--- src/design/perspective_point_projection_defines.svh ---
// assertion macros shared by the perspective projection design
`ifndef PERSPECTIVE_POINT_PROJECTION_DEFINES_SVH
`define PERSPECTIVE_POINT_PROJECTION_DEFINES_SVH

// same-cycle implication, clocked on clk, off during reset
`define PPP_ASSERT_NOW(label, ante, cons) \
	label: assert property (@(posedge clk) disable iff (!arst_n) (ante) |-> (cons)) \
		else $error("ppp same-cycle check failed");

// next-cycle implication, clocked on clk, off during reset
`define PPP_ASSERT_NEXT(label, ante, cons) \
	label: assert property (@(posedge clk) disable iff (!arst_n) (ante) |=> (cons)) \
		else $error("ppp next-cycle check failed");

`endif

--- src/design/ppp_pkg.sv ---
// package: widths, types and codes of the perspective projection design
package ppp_pkg;

	localparam int COORD_WIDTH = 32;
	localparam int DIFF_W      = COORD_WIDTH + 1;
	localparam int MAG_W       = COORD_WIDTH;
	localparam int F_W         = COORD_WIDTH - 1;
	localparam int PROD_W      = MAG_W + F_W;
	localparam int Q_W         = COORD_WIDTH;
	localparam int N_CELLS     = Q_W;
	localparam int CFG_IDX_W   = 2;

	localparam logic [F_W-1:0] FOCAL_RESET = F_W'(65536);
	localparam logic [COORD_WIDTH-1:0] CW_SIGN = {1'b1, {(COORD_WIDTH-1){1'b0}}};
	localparam logic [COORD_WIDTH-1:0] CW_MAX  = {1'b0, {(COORD_WIDTH-1){1'b1}}};

	typedef enum logic [CFG_IDX_W-1:0] {
		REG_CAM_X  = 2'd0,
		REG_CAM_Y  = 2'd1,
		REG_CAM_H  = 2'd2,
		REG_FOCAL  = 2'd3
	} cfg_reg_t;

	typedef enum logic [1:0] {
		ST_FRONT  = 2'd0,
		ST_BEHIND = 2'd1,
		ST_PLANE  = 2'd2
	} depth_status_t;

	typedef struct packed {
		logic signed [COORD_WIDTH-1:0] cam_x;
		logic signed [COORD_WIDTH-1:0] cam_y;
		logic signed [COORD_WIDTH-1:0] cam_h;
		logic [F_W-1:0]                focal;
	} ppp_cfg_t;

	typedef struct packed {
		logic signed [COORD_WIDTH-1:0] z;
		logic signed [COORD_WIDTH-1:0] y;
		logic signed [COORD_WIDTH-1:0] x;
	} ppp_point_t;

	typedef struct packed {
		logic [MAG_W-1:0] rem;
		logic [Q_W-1:0]   nq;
	} ppp_div_t;

	typedef struct packed {
		logic          neg_x;
		logic          neg_z;
		logic          ovf_x;
		logic          ovf_z;
		depth_status_t status;
	} ppp_tag_t;

	typedef struct packed {
		ppp_div_t         x;
		ppp_div_t         z;
		logic [MAG_W-1:0] den;
		ppp_tag_t         tag;
	} ppp_work_t;

	typedef struct packed {
		logic [COORD_WIDTH-1:0] proj_y;
		logic [COORD_WIDTH-1:0] proj_x;
	} ppp_result_t;

endpackage

--- src/design/ppp_div_cell.sv ---
// one restoring-division cell: one quotient bit per lane, both lanes share the divisor
module ppp_div_cell import ppp_pkg::*; (
	input  logic      clk,
	input  logic      arst_n,
	input  logic      in_valid,
	output logic      in_ready,
	input  ppp_work_t in_work,
	output logic      out_valid,
	input  logic      out_ready,
	output ppp_work_t out_work
);

	logic      v_q;
	ppp_work_t work_q;
	ppp_work_t work_n;
	logic      en;

	function automatic ppp_div_t div_step(ppp_div_t d, logic [MAG_W-1:0] den);
		logic [MAG_W:0] t;
		logic [MAG_W:0] diff;
		logic           ge;
		ppp_div_t       r;
		t    = {d.rem, d.nq[Q_W-1]};
		diff = t - {1'b0, den};
		ge   = t >= {1'b0, den};
		r.rem = ge ? diff[MAG_W-1:0] : t[MAG_W-1:0];
		r.nq  = {d.nq[Q_W-2:0], ge};
		return r;
	endfunction

	assign en        = !v_q || out_ready;
	assign in_ready  = en;
	assign out_valid = v_q;
	assign out_work  = work_q;

	always_comb begin
		work_n   = in_work;
		work_n.x = div_step(in_work.x, in_work.den);
		work_n.z = div_step(in_work.z, in_work.den);
	end

	always_ff @(posedge clk or negedge arst_n) begin
		if (!arst_n) begin
			v_q <= 1'b0;
		end else if (en) begin
			v_q <= in_valid;
		end
	end

	always_ff @(posedge clk) begin
		if (en && in_valid) work_q <= work_n;
	end

endmodule

--- config.mk ---
export PLATFORM = sky130hd
export DESIGN_NAME = ppp_div_cell
export DESIGN_NICKNAME = d
export VERILOG_FILES = /design/src/design/perspective_point_projection_defines.svh /design/src/design/ppp_pkg.sv /design/src/design/ppp_div_cell.sv
export SDC_FILE = /design/constraint.sdc
export NUM_CORES = 1
export LEC_CHECK = 0
export BUFFER_PORTS_ARGS = -buffer_cell sky130_fd_sc_hd__buf_2
export CORE_UTILIZATION = 30
export CTS_CLUSTER_DIAMETER = 100
export CTS_CLUSTER_SIZE = 14
export DETAILED_ROUTE_END_ITERATION = 8
export PLACE_DENSITY = 0.5
export SLEW_MARGIN = 20
export SYNTH_ARGS = -nofsm -noshare
export SYNTH_HDL_FRONTEND = slang
export SYNTH_SLANG_ARGS = --single-unit
--- constraint.sdc ---
create_clock -name clk -period 15.69 [get_ports clk]
set_clock_uncertainty 0.2 [all_clocks]
set_input_delay 1.569 -clock clk [delete_from_list [all_inputs] [get_ports clk]]
set_output_delay 1.569 -clock clk [all_outputs]
set_load 0.01 [all_outputs]
======== Yosys cells after proc, flatten, opt, wreduce, memory -nomap -nowiden ========
Index checks and enable logic that the tools add are counted.
word-level totals
  register bits ........................... 167
  bits of input ports ..................... 170
  word-level logic and storage cells ...... 20
cells by class
  add/subtract/negate cells ............... 2
  magnitude comparators ................... 2
  mux-type cells .......................... 2
  reduce and logical (&&, ||, !) cells .... 3
operator list
  kind                            number
  >= comparator 33 x 32 -> 1 bit  2
  2-to-1 mux 32 bit               2
  subtractor 32 bit               2
  logical AND 1 bit               1
  logical NOT 1 bit               1
  logical OR 1 bit                1

======== Longest topological paths before layout ========
  depth in word-level cells ............... 3
  gate-level depth with buffers ........... 14

======== Worst setup path after synthesis ========
OpenSTA, ideal clock, no wires.
  path kind ............................... input -> register
  start ................................... input port out_ready
  end ..................................... register work_q (netlist bit out_work[0]) (enable)
  library setup time ...................... 0.547 ns
  arrival time ............................ 5.584 ns
  required time ........................... 14.943 ns
  path slack .............................. 9.360 ns
  stages on the path ...................... 2
  path through ............................ nand2b_1 > and2_1
between the ends
  cells in the longest elaborated chain, start to end .. 2
ends and longest elaborated chain
  item                  RTL line            source
  from (decl)           ppp_div_cell.sv:9   input logic out_ready,
  logical OR 1 bit      ppp_div_cell.sv:31  assign en = !v_q || out_ready;
  logical AND 1 bit     ppp_div_cell.sv:51  if (en && in_valid) work_q <= work_n;
  to (signal assigned)  ppp_div_cell.sv:51
  to (decl)             ppp_div_cell.sv:14  ppp_work_t work_q;
Every way passes these cells.
A chain may end at the register's enable or synchronous reset.

==> metrics.json <==
{
  "status": "complete, no violations",
  "cpLargestDelayFamily": "compound AO/OA/AOI/OAI gates",
  "worst-slew-pin-transition_ps": 948.6,
  "yosysTopAreaCell": "sky130_fd_sc_hd__edfxtp_1",
  "drv.max_cap_violation_count": 0,
  "clockBufferDepth": 2,
  "portion_of_synthesized_cell_area_occupied_by_the_leading_cell_type": 0.5408,
  "rsz0062_at_grt": "false",
  "yosys_register_bits": 167,
  "drt_first_pass_iters": 4,
  "async_reset_ff_frac": 0.005988,
  "dieArea_mm2": 0.03143,
  "initialDrtViolationCount": 305,
  "clock_latency_on_the_worst_skew_pair_ps": 440,
  "place.detailed.hpwl_mm": 22.58,
  "cts_setup_buffers": 0,
  "start_util": 0.3077,
  "cellLeakagePower_nw": 5.150,
  "antenna_left": 0,
  "share_of_final_layout_standard_cells_stronger_than_drive_strength_1": 0.3443,
  "cts.clk_slew.worst_paths_ps": 60,
  "finish.cell_count_without_fillers": 1519,
  "fin_crit_sh": 0.3169,
  "timing.final.setup_violations": 0,
  "critPathKind": "primary input to flop",
  "power_density_cells_mw_per_mm2": 103.5,
  "multi_input_logic_area_mm2": 0.003897,
  "core_area_mm2": 0.02995,
  "syn_inst": 781,
  "relSlewSlack": 0.3676,
  "place_worst_setup_slack_ps": 10190,
  "placed_cells_incl_taps": 1485,
  "critPathArrivalTime_ps": 4970,
  "cts.sinks": 167,
  "required_ps": 15690,
  "grt_max_degree": 73,
  "cts.root.buffer_cell": "sky130_fd_sc_hd__clkbuf_16",
  "ios": 338,
  "critical_path_end_type": "flop",
  "die_w_um": 177.3,
  "seq_area_frac_synth": 0.5435,
  "avgRoutedWirePerCell_um": 18.61,
  "first_pass_grt_wire_length_mm": 41.28,
  "register_area_mm2": 0.005010,
  "drc": 0,
  "place_congestion": 0.8270,
  "crit_chain": "buf_2 > inv_1 > ha_1 > a21o_1 > a41o_1 > o41ai_2 > o31ai_1 > a21oi_1 > or2_2 > inv_1 > mux2_2",
  "min_path_type": "flop to flop",
  "worstPathMaxFanout": 57,
  "die-height_um": 177.3,
  "nets": 1350,
  "place.port_buffers": 337,
  "timing.critical_path.slowest_stage_cell": "sky130_fd_sc_hd__or2_2",
  "routed_via_count_divided_by_cell_count": 4.750,
  "synth.cell_area_mm2": 0.009218,
  "timing.critical_path.mode_cell": "sky130_fd_sc_hd__inv_1",
  "groute.usage.overall": 0.1784,
  "timing.critical_path.from_type": "primary input",
  "timing.final.hold_violations": 0,
  "final.setup.tns_ps": 0,
  "vias_after_detailed_routing": 7216,
  "postSynthAreaPerCell_um2": 11.80,
  "antenna_found_initial": 4,
  "totalWireLength_mm": 28.28,
  "placementRows": 63,
  "tritoncts": "done",
  "yosysWarningCount": 0,
  "post-route-min-period_ps": 4972,
  "max_freq_mhz": 201.1,
  "worst_ir_drop_vdd_mv": 0.07336,
  "critical_path_buf_inv_count": 3,
  "final_max_slew_viol_count": 0,
  "grt_pass1_vias": 7272,
  "cts_hold_repair.buffers": 0,
  "post-route-util": 0.3952,
  "area_delta_synth_final_pct": 28.42,
  "fillers": 3041,
  "overflow": 0,
  "syn-num-nets": 1017,
  "setup_ws_ps": 10720,
  "synthTopCellsByArea": "sky130_fd_sc_hd__edfxtp_1 (54%), sky130_fd_sc_hd__ha_1 (8.7%), sky130_fd_sc_hd__mux2_1 (3.3%)",
  "post_cts_resize_count": 0,
  "cp_slowest_stage_delay_ps": 760,
  "number_of_buffers_created_by_cts": 17,
  "number_of_distinct_standard_cells_referenced_by_the_synthesized_netlist": 55,
  "dominantRegCellSynth": "sky130_fd_sc_hd__edfxtp_1",
  "synth-edff-count": 166,
  "h-tree-depth": 4
}
cells by family (layout without fill, tap and decap cells):
logic type	Yosys count	in the layout	share of synthesized area
adders and majority gates	66	66	0.09122
xor gates and xnor gates	58	58	0.05511
DFF	167	167	0.5435
buffers and inverters	77	423	0.03393
and+or+nand+nor	172	172	0.09000
AOI/OAI and AO/OA	205	205	0.1425
muxes	36	36	0.04371
other	0	2	0
flip-flops by register name, indices dropped and copies added, names as in the netlist:
register / cells
out_valid: 1
out_work: 166
worst min-delay path, cell delays in order, from the launching register on:
cell and delay (ps):
sky130_fd_sc_hd__dfrtp_1 350, sky130_fd_sc_hd__nand2b_1 90, sky130_fd_sc_hd__nand2b_1 70
routing by layer:
metal | wire length, um | track usage
met1 | 11590 | 0.2085
met3 | 2263 | 0.05412
met2 | 13990 | 0.3097
met4 | 405 | 0.05769
met5 | 28 | 0
layout make-up:
class | instances | area share
multi-input cells | 537 | 0.3292
inverters | 50 | 0.01585
diodes | 2 | 0.0004228
well taps | 390 | 0.04122
repair buffers | 341 | 0.1450
flip-flops and latches | 167 | 0.4232
clock buffers | 18 | 0.03625
clock inverters | 14 | 0.008773
synth_stat cells (all sizes together) (11+ instances only):
cell,count
nor2b,13
a21o,29
a21oi,58
nand2b,11
nor2,29
edfxtp,166
ha,64
o21ai,56
nand4,13
xor2,29
clkbuf,23
mux2,34
nand2,61
inv,50
xnor2,29
a31oi,11
nand3,14
where the power goes:
group	total (mW)	leakage [nW]	switching [mW]	internal [mW]
clock network	0.392	0.248	0.189	0.203
logic	0.285	3.31	0.167	0.118
registers	0.548	1.59	0.00854	0.540
cells in the final DEF (no fill, tap or decap), types with 17 or more instances in the layout:
master,n
sky130_fd_sc_hd__buf_2,337
sky130_fd_sc_hd__edfxtp_1,166
sky130_fd_sc_hd__ha_1,64
sky130_fd_sc_hd__nand2_1,61
sky130_fd_sc_hd__a21oi_1,57
sky130_fd_sc_hd__o21ai_0,52
sky130_fd_sc_hd__inv_1,50
sky130_fd_sc_hd__a21o_1,29
sky130_fd_sc_hd__nor2_1,29
sky130_fd_sc_hd__xor2_1,29
sky130_fd_sc_hd__xnor2_1,29
sky130_fd_sc_hd__mux2_1,27
sky130_fd_sc_hd__clkbuf_16,17
metrics by stage:
step	total power [mW]	area (um2)	hold slack [ps]
finish	1.225	11840	344.4
global placement	0.8450	11300	315.3
global route	1.289	11830	371.6
CTS	1.244	11830	349.4
floorplan	0.7407	9218	422.1
detailed placement	0.8459	11300	330.4
worst paths after layout:
check	startpoint	endpoint	slack (ps)	cells past startpoint
worst max-delay path	in_work[7]	out_work[144]	10720	11
worst min-delay path	out_valid	out_valid	340	2
worst max register to register	out_valid	out_work[3]	13120	3
worst min register to register	out_valid	out_valid	340	2
max in group asynchronous	arst_n	out_valid	14520	1
min in group asynchronous	arst_n	out_valid	680	1
Power figures use the tool's default switching activity.
