**src/design/perspective_point_projection_defines.svh**
```systemverilog
// assertion macros shared by the perspective projection design
`ifndef PERSPECTIVE_POINT_PROJECTION_DEFINES_SVH
`define PERSPECTIVE_POINT_PROJECTION_DEFINES_SVH

// same-cycle implication, clocked on clk, off during reset
`define PPP_ASSERT_NOW(label, ante, cons) \
	label: assert property (@(posedge clk) disable iff (!arst_n) (ante) |-> (cons)) \
		else $error("ppp same-cycle check failed");

// next-cycle implication, clocked on clk, off during reset
`define PPP_ASSERT_NEXT(label, ante, cons) \
	label: assert property (@(posedge clk) disable iff (!arst_n) (ante) |=> (cons)) \
		else $error("ppp next-cycle check failed");

`endif

```
**src/design/ppp_pkg.sv**
```systemverilog
// package: widths, types and codes of the perspective projection design
package ppp_pkg;

	localparam int COORD_WIDTH = 32;
	localparam int DIFF_W      = COORD_WIDTH + 1;
	localparam int MAG_W       = COORD_WIDTH;
	localparam int F_W         = COORD_WIDTH - 1;
	localparam int PROD_W      = MAG_W + F_W;
	localparam int Q_W         = COORD_WIDTH;
	localparam int N_CELLS     = Q_W;
	localparam int CFG_IDX_W   = 2;

	localparam logic [F_W-1:0] FOCAL_RESET = F_W'(65536);
	localparam logic [COORD_WIDTH-1:0] CW_SIGN = {1'b1, {(COORD_WIDTH-1){1'b0}}};
	localparam logic [COORD_WIDTH-1:0] CW_MAX  = {1'b0, {(COORD_WIDTH-1){1'b1}}};

	typedef enum logic [CFG_IDX_W-1:0] {
		REG_CAM_X  = 2'd0,
		REG_CAM_Y  = 2'd1,
		REG_CAM_H  = 2'd2,
		REG_FOCAL  = 2'd3
	} cfg_reg_t;

	typedef enum logic [1:0] {
		ST_FRONT  = 2'd0,
		ST_BEHIND = 2'd1,
		ST_PLANE  = 2'd2
	} depth_status_t;

	typedef struct packed {
		logic signed [COORD_WIDTH-1:0] cam_x;
		logic signed [COORD_WIDTH-1:0] cam_y;
		logic signed [COORD_WIDTH-1:0] cam_h;
		logic [F_W-1:0]                focal;
	} ppp_cfg_t;

	typedef struct packed {
		logic signed [COORD_WIDTH-1:0] z;
		logic signed [COORD_WIDTH-1:0] y;
		logic signed [COORD_WIDTH-1:0] x;
	} ppp_point_t;

	typedef struct packed {
		logic [MAG_W-1:0] rem;
		logic [Q_W-1:0]   nq;
	} ppp_div_t;

	typedef struct packed {
		logic          neg_x;
		logic          neg_z;
		logic          ovf_x;
		logic          ovf_z;
		depth_status_t status;
	} ppp_tag_t;

	typedef struct packed {
		ppp_div_t         x;
		ppp_div_t         z;
		logic [MAG_W-1:0] den;
		ppp_tag_t         tag;
	} ppp_work_t;

	typedef struct packed {
		logic [COORD_WIDTH-1:0] proj_y;
		logic [COORD_WIDTH-1:0] proj_x;
	} ppp_result_t;

endpackage

```
**src/design/ppp_out.sv**
```systemverilog
// output stage: sign, saturation, camera-plane override, output register
module ppp_out import ppp_pkg::*; (
	input  logic          clk,
	input  logic          arst_n,
	input  logic          in_valid,
	output logic          in_ready,
	input  ppp_work_t     in_work,
	output logic          out_valid,
	input  logic          out_ready,
	output ppp_result_t   result,
	output depth_status_t status,
	output logic          sat
);

	logic          v_q;
	ppp_result_t   res_q;
	depth_status_t st_q;
	logic          sat_q;
	logic          en;

	logic [COORD_WIDTH-1:0] vx, vz;
	logic                   sx, sz;

	function automatic logic [COORD_WIDTH:0] clamp(logic [Q_W-1:0] q, logic neg, logic ovf);
		logic [COORD_WIDTH:0] r;
		if (neg) begin
			if (ovf || q > CW_SIGN) r = {1'b1, CW_SIGN};
			else r = {1'b0, COORD_WIDTH'(-q)};
		end else begin
			if (ovf || q[Q_W-1]) r = {1'b1, CW_MAX};
			else r = {1'b0, q};
		end
		return r;
	endfunction

	assign en        = !v_q || out_ready;
	assign in_ready  = en;
	assign out_valid = v_q;
	assign result    = res_q;
	assign status    = st_q;
	assign sat       = sat_q;

	always_comb begin
		{sx, vx} = clamp(in_work.x.nq, in_work.tag.neg_x, in_work.tag.ovf_x);
		{sz, vz} = clamp(in_work.z.nq, in_work.tag.neg_z, in_work.tag.ovf_z);
		if (in_work.tag.status == ST_PLANE) begin
			vx = '0;
			vz = '0;
			sx = 1'b0;
			sz = 1'b0;
		end
	end

	always_ff @(posedge clk or negedge arst_n) begin
		if (!arst_n) begin
			v_q <= 1'b0;
		end else if (en) begin
			v_q <= in_valid;
		end
	end

	always_ff @(posedge clk) begin
		if (en && in_valid) begin
			res_q.proj_x <= vx;
			res_q.proj_y <= vz;
			st_q         <= in_work.tag.status;
			sat_q        <= sx || sz;
		end
	end

endmodule

```
**config.mk**
```make
export PLATFORM = sky130hd
export DESIGN_NAME = ppp_out
export DESIGN_NICKNAME = d
export VERILOG_FILES = /design/src/design/perspective_point_projection_defines.svh /design/src/design/ppp_pkg.sv /design/src/design/ppp_out.sv
export SDC_FILE = /design/constraint.sdc
export NUM_CORES = 1
export LEC_CHECK = 0
export BUFFER_PORTS_ARGS = -buffer_cell sky130_fd_sc_hd__buf_2
export CAP_MARGIN = 20
export CORE_ASPECT_RATIO = 0.6
export CORE_UTILIZATION = 41
export DETAILED_ROUTE_END_ITERATION = 7
export GPL_TIMING_DRIVEN = 1
export HOLD_SLACK_MARGIN = 0.12
export PLACE_DENSITY = 0.77
export SETUP_SLACK_MARGIN = 0.02
export SKIP_LAST_GASP = 1
export SYNTH_ARGS = -nofsm -noshare
export SYNTH_HDL_FRONTEND = slang
export SYNTH_SLANG_ARGS = --single-unit
```
**constraint.sdc**
```tcl
create_clock -name clk -period 2.4 [get_ports clk]
set_clock_uncertainty 0.05 [all_clocks]
set_input_delay 0 -clock clk [delete_from_list [all_inputs] [get_ports clk]]
set_output_delay 0 -clock clk [all_outputs]
set_load 0.1 [all_outputs]
```
## Word level (Yosys, flattened, before mapping)

Cells that the tools add are included.

| word-level totals | value |
|---|---|
| flip-flop bits (word level) | 68 |
| latch bits | 0 |
| memory bits (writable) | 0 |
| memory bits (read-only) | 0 |
| input port bits | 170 |
| output and inout bits | 69 |
| word-level logic and storage cells | 26 |
| memories kept | 0 |

| cells by class | value |
|---|---|
| $add $sub $neg | 2 |
| multiply operators | 0 |
| div/mod/pow operators | 0 |
| order comparisons | 2 |
| equality and inequality tests | 1 |
| shifts and indexed selects | 0 |
| muxes and demuxes | 8 |
| bitwise operators | 0 |
| reduce and logical (&&, ||, !) cells | 8 |

Operators with widths:

| operator | number |
|---|---|
| 33-bit two-way mux | 6 |
| 32-bit greater-than comparator, second input constant | 2 |
| 32-bit negator | 2 |
| 1-bit logical OR | 6 |
| 2-bit == test, second input constant | 1 |
| 1-bit two-way mux | 2 |
| 1-bit logical AND | 1 |
| 1-bit zero test | 1 |

## Depth between registers and ports, before layout

| depth | value |
|---|---|
| depth in word-level cells | 6 |
| mapped depth | 8 |
| mapped depth without buffers | 7 |

## Worst setup path before layout

No wires, ideal clock.

| timing path | value |
|---|---|
| path kind | register -> register |
| start | register v_q (netlist: out_valid) |
| end | register res_q, in the netlist result[0] (enable) |
| setup time | 0.432 ns |
| data arrival time | 3.355 ns |
| required time | 1.918 ns |
| slack | -1.437 ns |
| cell stages (with the launch flop) | 3 |
| path buffers | 0 |
| clock period less this slack | 3.837 ns |
| cell sequence | dfrtp_1 -> nand2b_1 -> and2_1 |

| between the ends | value |
|---|---|
| longest elaborated chain between the ends | 3 |

RTL lines:

| item | RTL line | source |
|---|---|---|
| from (decl) | ppp_out.sv:15 | `logic v_q;` |
| from (signal assigned) | ppp_out.sv:58 | `v_q <= in_valid;` |
| 1-bit zero test | ppp_out.sv:36 | `assign en = !v_q \|\| out_ready;` |
| 1-bit logical OR | ppp_out.sv:36 |  |
| via in_ready | ppp_out.sv:6 | `output logic in_ready,` |
| 1-bit logical AND | ppp_out.sv:63 | `if (en && in_valid) begin` |
| to (decl) | ppp_out.sv:16 | `ppp_result_t res_q;` |

The timed path passes the listed nets, and every way through them passes these cells.
A chain may end at the register's enable or synchronous reset.

## Worst setup path in the final report

| timing path | value |
|---|---|
| start | input in_work[67] (netlist bit) |
| end | register res_q, in the netlist result[51], data pin |

| between the ends | value |
|---|---|
| longest elaborated chain between the ends | 4 |

RTL lines:

| item | RTL line | source |
|---|---|---|
| from (decl) | ppp_out.sv:7 | `input ppp_work_t in_work,` |
| 32-bit greater-than comparator | ppp_out.sv:27 | `if (ovf \|\| q > CW_SIGN) r = {1'b1, CW_SIGN};` |
| 1-bit logical OR | ppp_out.sv:27 |  |
| 33-bit two-way mux | ppp_out.sv:27 |  |
| 33-bit two-way mux | ppp_out.sv:26 | `if (neg) begin` |

No other way between the ends.

==> results_dict.tcl <==
set metrics [dict create \
    yosysSeqAreaShare 0.4590 \
    path_max_fanout 25 \
    async_flop_share 0.01471 \
    synth_top_area_cell "edfxtp_1" \
    syn_nets 651 \
    worstSetupStartpointType "input port" \
    grt_pass1_vias 4745 \
    critPathCaptureType "register" \
    synth-edff-count 67 \
    drive_above_1_share 0.3305 \
    outcome "finished clean" \
    maxCapViolCount 0 \
    io_buffer_count 142 \
    ys_warn_count 0 \
    cts-htree-levels 3 \
    path_class "in2reg" \
    grt_pass1_wl_mm 24.18 \
    synth_top_area_share 0.4533 \
    ir_drop_mv 0.4070 \
    initial_core_util 0.4353 \
    cts_tree "done" \
    dp.cells 768 \
    die_w_um 136.3 \
    ios 239 \
    antenna_found_initial 0 \
    viasPerCell 6.133 \
    area_growth_pct 50.44 \
    die_h_um 82.59 \
    timing.final.crit_share 0.9913 \
    first_pass_iters 5 \
    drc_errors 0 \
    hold_path.class "in2reg" \
    die_area_mm2 0.01126 \
    cts-root-buf "clkbuf_16" \
    path_cells "dlygate4sd3_1 -> buf_2 -> or4_1 -> or4_4 -> o31ai_4 -> o21ai_2 -> buf_12 -> a211oi_1" \
    power_w 0.004227 \
    grt_setup_unrepaired "yes" \
    max_slew.worst_pin.slew_ps 817.4 \
    fin_util 0.6549 \
    syn_inst 479 \
    yosysUniqueCellTypes 57 \
    synthMostInstantiatedCell "edfxtp_1" \
    cp_slowest_stage_delay_ps 540 \
    period_needed_ps 2379 \
    relSlewSlack 0.4538 \
    antenna_cells 0 \
    avgRoutedWirePerCell_um 19.17 \
    path_clk_slew_ps 60 \
    slowest_stage "dlygate4sd3_1" \
    syn_area_per_cell_um2 9.265 \
    fmax_ghz 0.4203 \
    ys.flop_type "edfxtp_1" \
    r2r_slack_ps 860 \
    syn_area_mm2 0.004438 \
    numCtsBuffers 9 \
    synth_commonest_cells "edfxtp_1 (67), a21oi_1 (54), nor2_1 (45)" \
    final_cells 849 \
    clock_latency_ps 330 \
    power.density_mw_per_mm2 633.1 \
    synth.area.top_cells "edfxtp_1 (45%), a21oi_1 (6.1%), a311oi_1 (4.5%)" \
    ant_nets 0 \
    gp_congestion 0.9385 \
    leakage_nw 2.548 \
    drv_slew 0 \
    fill_cells 851 \
    cp.arrival_ps 2450 \
    grt_max_degree 46 \
    grt.total_usage 0.2851 \
    drt_iter0_markers 608 \
    grt-ovfl-total 0 \
    cts.sinks 68 \
    rows 28 \
    place.detailed.hpwl_mm 10.96 \
    timing.final.hold_violations 0 \
    ys_ff_latch 68 \
    clock_path_buffers 2 \
    cp.required_ps 2470 \
    coreArea_mm2 0.01019 \
    fin_nets 882 \
    vias 5207 \
    routed_wl_mm 16.28 \
    finalSetupViolCount 0 \
]
==> layer usage <==
layer | track usage | wire length, µm
met3 | 0.07509 | 1874
met4 | 0.09000 | 231
met2 | 0.4239 | 6956
met5 | 0 | 0
met1 | 0.4021 | 7215
==> flip-flops by register name, indices dropped and copies added, names as in the netlist <==
register	cells
result	64
status	2
sat	1
out_valid	1
==> what timing repair did <==
item	CTS	global route
gates resized for setup	0	21
setup buffers	0	1
hold buffers	65	0
setup endpoints to repair	0	44
hold endpoints to repair	61	0
==> power by group <==
group | total [W] | internal [W] | leakage (nW) | switching (W)
Combinational | 0.00125 | 0.000311 | 1.72 | 0.000939
Clock | 0.00154 | 0.00101 | 0.164 | 0.000527
Sequential | 0.00144 | 0.00141 | 0.662 | 0.0000229
Total | 0.00423 | 0.00274 | 2.55 | 0.00149
==> cells by family (layout without fill, tap and decap cells) <==
| kind of cell | after synthesis | count (layout) | share of synthesized area |
|---|---|---|---|
| compound gates | 145 | 145 | 0.2270 |
| mux | 3 | 3 | 0.006767 |
| simple gates | 214 | 214 | 0.2568 |
| flops | 68 | 68 | 0.4590 |
| fa+ha+maj | 2 | 2 | 0.005638 |
| xor+xnor | 2 | 2 | 0.003948 |
| buf+inv | 45 | 280 | 0.04088 |
==> worst paths after layout <==
kind / startpoint / end / cells after the start
min reg2reg: out_valid / result[61] / 2
min: in_work[110] / result[8] / 4
max: in_work[67] / result[51] / 8
max in group asynchronous: arst_n / out_valid / 3
max reg2reg: out_valid / result[8] / 3
min in group asynchronous: arst_n / out_valid / 3
==> layout by cell type, fill, tap and decap left out, drive strengths merged, types with 8 or more instances in the layout <==
cell,n
nand2,29
buf,188
dlygate4sd3,65
nand3,25
nor4,13
a311oi,23
o21ai,12
a31oi,8
a211oi,12
clkbuf,9
a21oi,54
nand4,19
or4,16
inv,13
nor3,31
or3,8
edfxtp,67
nor2,45
nand2b,8
==> critical path, delay by kind of cell <==
family                 cells  cell delay, ps
AND/OR/NAND/NOR            2             970
buffers and inverters      3             880
AO/OA/AOI/OAI              3             590
==> final cells by class <==
type / instances / area, µm² / area share
clock inverter: 6 / 111.4 / 0.01668
sequential: 68 / 2037 / 0.3051
inverter: 12 / 45.04 / 0.006747
clock buffer: 9 / 225.2 / 0.03373
timing repair buffer: 253 / 1757 / 0.2631
multi-input combinational: 366 / 2332 / 0.3493
tap: 135 / 168.9 / 0.02530
==> through the flow <==
stage / setup TNS, ps / hold WS, ps / area [µm²] / worst slack [ps]
after floorplan: 0 / -345.6 / 4448 / 127.8
after global placement: 0 / -274.7 / 5579 / 12.41
after detailed placement: -9.150 / -273.1 / 5579 / -9.150
after CTS: 0 / 123.7 / 6566 / 28.40
after global routing: -125.8 / 158.2 / 6676 / -54.87
final: 0 / 143.0 / 6676 / 20.78
Power figures use the tool's default switching activity.
